### src/rtl/lpp_pkg.sv
// Shared types and constants for the LL(1) predictive parse engine.
// Used by lpp_ctrl, lpp_datapath and the top level; depends on nothing.
`default_nettype none
package lpp_pkg;

   localparam int SYM_W      = 7;
   localparam int TERM_W     = 6;
   localparam int PROD_W     = 6;
   localparam int POS_W      = 3;
   localparam int LEN_W      = 4;
   localparam int SP_W       = 7;
   localparam int STK_AW     = 6;
   localparam int EXP_W      = 6;
   localparam int TBL_AW     = SYM_W + TERM_W;
   localparam int RHS_AW     = PROD_W + POS_W;
   localparam int TBL_DEPTH  = 1 << TBL_AW;
   localparam int RHS_DEPTH  = 1 << RHS_AW;
   localparam int PROD_DEPTH = 1 << PROD_W;
   localparam int STK_DEPTH  = 1 << STK_AW;

   localparam logic [LEN_W-1:0] MAX_RHS        = 4'd8;
   localparam logic [SP_W-1:0]  STACK_DEPTH    = 7'd64;
   localparam logic [EXP_W-1:0] MAX_EXPANSIONS = 6'd32;

   localparam logic [2:0] CMD_TABLE = 3'd0;
   localparam logic [2:0] CMD_RHS   = 3'd1;
   localparam logic [2:0] CMD_LEN   = 3'd2;
   localparam logic [2:0] CMD_START = 3'd3;
   localparam logic [2:0] CMD_TOKEN = 3'd4;

   localparam logic [1:0] KIND_PROD   = 2'd0;
   localparam logic [1:0] KIND_MATCH  = 2'd1;
   localparam logic [1:0] KIND_ACCEPT = 2'd2;
   localparam logic [1:0] KIND_REJECT = 2'd3;

   localparam logic [1:0] ST_IDLE = 2'd0;
   localparam logic [1:0] ST_RUN  = 2'd1;
   localparam logic [1:0] ST_ACC  = 2'd2;
   localparam logic [1:0] ST_REJ  = 2'd3;

   localparam logic CSR_TERM_COUNT = 1'b0;
   localparam logic CSR_START_SYM  = 1'b1;

   typedef struct packed {
      logic       capture;
      logic       clr_step;
      logic       tbl_we;
      logic       rhs_we;
      logic       len_we;
      logic       start0;
      logic       start1;
      logic       pop;
      logic       tbl_rd;
      logic       len_rd;
      logic       j_load;
      logic       rhs_rd;
      logic       push;
      logic       j_dec;
      logic       exp_clr;
      logic       exp_inc;
      logic       emit;
      logic [1:0] emit_kind;
      logic       emit_prod;
      logic       emit_last;
      logic       set_stat;
      logic [1:0] stat_val;
   } lpp_cmd_type;

   typedef struct packed {
      logic       clr_done;
      logic [2:0] cmd;
      logic       run;
      logic       sp_zero;
      logic       sp_full;
      logic       top_end;
      logic       top_term;
      logic       top_match;
      logic       tok_zero;
      logic       ent_valid;
      logic       exp_full;
      logic       len_zero;
      logic       j_one;
      logic       sym_eps;
      logic       out_free;
   } lpp_status_type;

endpackage
`default_nettype wire

### src/rtl/lpp_ctrl.sv
// Sequencer of the parse engine: decodes items and steps pop, lookup,
// expand and push through the datapath. Uses lpp_pkg.
`default_nettype none
module lpp_ctrl (
   input  wire logic                     clock,
   input  wire logic                     reset,
   input  wire logic                     req_tvalid,
   output logic                          req_tready,
   input  wire lpp_pkg::lpp_status_type  status,
   output lpp_pkg::lpp_cmd_type          cmd
);

   typedef enum logic [3:0] {
      S_CLEAR, S_IDLE, S_DECODE, S_START2, S_POP, S_TOP, S_LOOK, S_LEN, S_PUSH
   } state_type;

   state_type state_ff;
   state_type state_in;

   always_ff @(posedge clock) begin
      if (reset) begin
         state_ff <= S_CLEAR;
      end else begin
         state_ff <= state_in;
      end
   end

   always_comb begin
      state_in   = state_ff;
      cmd        = '0;
      req_tready = 1'b0;
      case (state_ff)
         S_CLEAR: begin
            if (status.clr_done) begin
               state_in = S_IDLE;
            end else begin
               cmd.clr_step = 1'b1;
            end
         end
         S_IDLE: begin
            req_tready = 1'b1;
            if (req_tvalid) begin
               cmd.capture = 1'b1;
               state_in    = S_DECODE;
            end
         end
         S_DECODE: begin
            case (status.cmd)
               lpp_pkg::CMD_TABLE: begin
                  cmd.tbl_we = 1'b1;
                  state_in   = S_IDLE;
               end
               lpp_pkg::CMD_RHS: begin
                  cmd.rhs_we = 1'b1;
                  state_in   = S_IDLE;
               end
               lpp_pkg::CMD_LEN: begin
                  cmd.len_we = 1'b1;
                  state_in   = S_IDLE;
               end
               lpp_pkg::CMD_START: begin
                  cmd.start0 = 1'b1;
                  state_in   = S_START2;
               end
               lpp_pkg::CMD_TOKEN: begin
                  if (status.run) begin
                     cmd.exp_clr = 1'b1;
                     state_in    = S_POP;
                  end else if (status.out_free) begin
                     cmd.emit      = 1'b1;
                     cmd.emit_kind = lpp_pkg::KIND_REJECT;
                     cmd.emit_last = 1'b1;
                     state_in      = S_IDLE;
                  end
               end
               default: state_in = S_IDLE;
            endcase
         end
         S_START2: begin
            cmd.start1 = 1'b1;
            state_in   = S_IDLE;
         end
         S_POP: begin
            if (!status.sp_zero) begin
               cmd.pop  = 1'b1;
               state_in = S_TOP;
            end else if (status.out_free) begin
               cmd.emit      = 1'b1;
               cmd.emit_kind = lpp_pkg::KIND_REJECT;
               cmd.emit_last = 1'b1;
               cmd.set_stat  = 1'b1;
               cmd.stat_val  = lpp_pkg::ST_REJ;
               state_in      = S_IDLE;
            end
         end
         S_TOP: begin
            if (status.top_end) begin
               if (status.out_free) begin
                  cmd.emit      = 1'b1;
                  cmd.emit_last = 1'b1;
                  cmd.set_stat  = 1'b1;
                  cmd.emit_kind = status.tok_zero ? lpp_pkg::KIND_ACCEPT
                                                  : lpp_pkg::KIND_REJECT;
                  cmd.stat_val  = status.tok_zero ? lpp_pkg::ST_ACC : lpp_pkg::ST_REJ;
                  state_in      = S_IDLE;
               end
            end else if (status.top_term) begin
               if (status.out_free) begin
                  cmd.emit      = 1'b1;
                  cmd.emit_last = 1'b1;
                  if (status.top_match) begin
                     cmd.emit_kind = lpp_pkg::KIND_MATCH;
                  end else begin
                     cmd.emit_kind = lpp_pkg::KIND_REJECT;
                     cmd.set_stat  = 1'b1;
                     cmd.stat_val  = lpp_pkg::ST_REJ;
                  end
                  state_in = S_IDLE;
               end
            end else begin
               cmd.tbl_rd = 1'b1;
               state_in   = S_LOOK;
            end
         end
         S_LOOK: begin
            if (status.out_free) begin
               cmd.emit = 1'b1;
               if (!status.ent_valid || status.exp_full) begin
                  cmd.emit_kind = lpp_pkg::KIND_REJECT;
                  cmd.emit_last = 1'b1;
                  cmd.set_stat  = 1'b1;
                  cmd.stat_val  = lpp_pkg::ST_REJ;
                  state_in      = S_IDLE;
               end else begin
                  cmd.emit_kind = lpp_pkg::KIND_PROD;
                  cmd.emit_prod = 1'b1;
                  cmd.exp_inc   = 1'b1;
                  cmd.len_rd    = 1'b1;
                  state_in      = S_LEN;
               end
            end
         end
         S_LEN: begin
            if (status.len_zero) begin
               state_in = S_POP;
            end else begin
               cmd.j_load = 1'b1;
               cmd.rhs_rd = 1'b1;
               state_in   = S_PUSH;
            end
         end
         S_PUSH: begin
            if (!status.sym_eps && status.sp_full) begin
               if (status.out_free) begin
                  cmd.emit      = 1'b1;
                  cmd.emit_kind = lpp_pkg::KIND_REJECT;
                  cmd.emit_last = 1'b1;
                  cmd.set_stat  = 1'b1;
                  cmd.stat_val  = lpp_pkg::ST_REJ;
                  state_in      = S_IDLE;
               end
            end else begin
               // epsilon symbols are dropped, everything else goes on the stack
               cmd.push  = !status.sym_eps;
               cmd.j_dec = 1'b1;
               if (status.j_one) begin
                  state_in = S_POP;
               end else begin
                  cmd.rhs_rd = 1'b1;
               end
            end
         end
         default: state_in = S_IDLE;
      endcase
   end

   a_ready_idle: assert property (@(posedge clock) disable iff (reset)
      req_tready |-> state_ff == S_IDLE) else $error("ready outside idle");
   a_clear_first: assert property (@(posedge clock) disable iff (reset)
      cmd.clr_step |-> !req_tready) else $error("ready during table clear");
   a_one_write: assert property (@(posedge clock) disable iff (reset)
      $onehot0({cmd.push, cmd.start0, cmd.start1})) else $error("stack write clash");

endmodule
`default_nettype wire

### config.mk
export PLATFORM = sky130hd
export DESIGN_NAME = lpp_ctrl
export DESIGN_NICKNAME = d
export VERILOG_FILES = /design/src/rtl/lpp_pkg.sv /design/src/rtl/lpp_ctrl.sv
export SDC_FILE = /design/constraint.sdc
export NUM_CORES = 1
export LEC_CHECK = 0
export BUFFER_PORTS_ARGS = -buffer_cell sky130_fd_sc_hd__buf_2
export CAP_MARGIN = 20
export CORE_UTILIZATION = 45
export CTS_CLUSTER_SIZE = 8
export DETAILED_ROUTE_END_ITERATION = 6
export PLACE_DENSITY = 0.79
export SLEW_MARGIN = 20
export SYNTH_ARGS = -nofsm -noshare
export SYNTH_HDL_FRONTEND = slang
export SYNTH_SLANG_ARGS = --single-unit
### constraint.sdc
create_clock -name clock -period 3.2 [get_ports clock]
set_input_delay 0.64 -clock clock [delete_from_list [all_inputs] [get_ports clock]]
set_output_delay 0.64 -clock clock [all_outputs]
set_load 0.05 [all_outputs]
==> run metrics <==
run status=complete, no violations; pwr dens=204 nW/um^2; Synth Cell Area=734 um^2; most numerous cell on the critical path=a21oi_1; Sw Pwr=70.3 uW; Sw Share=0.367; max reg flops=4; global-route wire length before repair=3460 um; pin count of the biggest net entering global routing=17; Clock Skew=0.00215 ns; Logic pwr share=0.372; Root Buffer=clkbuf_4; FFs w/ async S/R, synth=0; Syn Area/Cell=7.06 um^2; EDFF count, synth=0; DR iter-0 viols=38; total clock sinks=4; P_leak=0.000432 uW; Yosys top cell by area=dfxtp_1; port buffer count=44; syn_nets=124; biggest regs=state_ff: 4 flops; DPL Wire Length=1780 um; CP Cell Sequence=nand2b_1 -> nor2_1 -> a21oi_1 -> nor2b_1 -> a21oi_1 -> buf_2; CTS tree=yes; Crit-path slowest cell=dfxtp_1; number of vias per cell=6.01; commonest non-fill, non-tap cell in the layout=buf_2; routed length per instance=13.9 um; register area share after synthesis=0.109; Max stage delay on crit path=0.67 ns; TritonCTS buffer count=3; number of remaining DRC errors=0; # IOs=45; clock share of power=0.320; Hold Path Class=in -> reg; Tcrit/Tclk final=0.857; Setup Crit Path Kind=reg -> out; Yosys reg bits=4; max cap viols=0; top cells by area, synth=dfxtp_1 11%, a21oi_1 6.1%, nor2_1 5.1%; WHS=0.624 ns; TNS Setup=0 ns; ANT nets after route=0; setup bufs post-CTS=0; Worst VDD drop=0.000129 V; share of cells above drive strength 1=0.417; Slew Limit Fails=0; clk_lat worst skew=0.23 ns; vias=962; crit end category=output port; Buf/Inv on CP=1; FF-to-FF path depth=5; Hold Buf Count CTS=0; final-report hold violation count=0; Final WS setup=0.457 ns; Clock Path Buffers=2; min cycle time layout=2.74 ns; Post-Place Worst Slack=0.713 ns; die width=42.4 um; Post-DP Area=917 um^2; core region area=1520 um^2; final setup vio count=0; number of global-route vias before repair=872; die area=1800 um^2; initial core utilization=0.482; FMAX=0.365 GHz; most frequent cells in the layout=44 x buf_2, 10 x nor2_1, 9 x a21oi_1; final WL=2220 um; WHS Path Cells=2; GRT Util Overall=0.241; row count=14; critical path depth in cells=6; H-tree Lvls=1; sequential share of power=0.308; nets=166; worst-margin pin slew=0.563 ns; CP Launch Type=flop; Yosys Warn Count=0; Final Wtd Congestion=0.874; Unique masters post-synth=40; CP delay by family, top=flip-flops; Tot Pwr=191 uW; Critical Path Fanout Max=16; RSZ-0062 raised after global routing=false; ys flop type=dfxtp_1; register bank with the most flops=state_ff; die height=42.4 um; area growth from synthesis to layout=27.9%; final instance area=940 um^2; diodes inserted=0; # resized after CTS=0; Cell Int Power=121 uW; initial antenna violation count=0; Yosys top cell area share=0.109; CP required=2.56 ns; Pre-antenna DRT Iters=4; Syn Inst Count=104; Reg clk slew, reported paths=0.04 ns; GRT overflow=0; Arr. time, crit path=2.10 ns; relative slew slack=0.624
==> path summary, 6_finish.rpt <==
path	slack, ns	endpoint	start
worst max-delay path	0.46	cmd[3]	state_ff[2]
worst min-delay path	0.62	state_ff[0]	reset
worst max register to register	1.48	state_ff[2]	state_ff[3]
worst min register to register	0.68	state_ff[3]	state_ff[3]
==> stage by stage <==
stage / util / std cells
2_1_floorplan: - / 104
3_3_place_gp: 0.602 / 157
4_1_cts: 0.617 / 160
5_1_grt: 0.617 / 160
3_5_place_dp: 0.602 / 157
6_report: 0.617 / 160
==> power by group through the flow <==
| stage | logic, uW | clock network, uW | registers, uW |
|---|---|---|---|
| 3_5_place_dp | 70.5 | 0 | 59.3 |
| 4_1_cts | 70.6 | 65.3 | 58.6 |
| 5_1_grt | 76.1 | 67.9 | 59.0 |
| 3_3_place_gp | 68.2 | 0 | 59.1 |
| 2_1_floorplan | 48.2 | 0 | 54.2 |
| 6_report | 71.2 | 61.2 | 59.0 |
==> Yosys cell counts (2+ instances only) <==
| cell | count |
|---|---|
| nor2_1 | 10 |
| a21oi_1 | 9 |
| nand2_1 | 8 |
| nand3_1 | 6 |
| nor2b_1 | 6 |
| nor3_1 | 5 |
| a31oi_1 | 4 |
| buf_4 | 4 |
| dfxtp_1 | 4 |
| inv_1 | 4 |
| nand2b_1 | 4 |
| o21ai_0 | 4 |
| a211oi_1 | 2 |
| and2_1 | 2 |
| and3b_1 | 2 |
| buf_6 | 2 |
| nor4_1 | 2 |
| nor4b_2 | 2 |
| o21a_1 | 2 |
| o21ai_2 | 2 |
==> metal layers <==
layer,vias to the layer above,track usage,wire length [um]
li1,470,-,-
met1,443,0.293,942
met2,47,0.422,1130
met3,2,0.0302,127
met4,0,0.100,17
met5,-,0,0
==> worst reg2reg max path, delay by kind of cell (launching register included) <==
kind,cells,cell delay (ns)
and+or+nand+nor,2,0.56
DFF,1,0.57
AOI/OAI and AO/OA,3,0.45
==> area by class of cell <==
class	count	area, um^2
timing repair buffer	44	220
tap	16	20.0
clock buffer	3	22.5
multi-input combinational	88	578
sequential	4	80.1
fill	141	584
inverter	5	18.8
==> cells by family after synthesis <==
logic type / synth area share
flops: 0.109
compound gates: 0.317
simple gates: 0.470
buf+inv: 0.104
No activity file was read; power rests on OpenSTA's default activity.
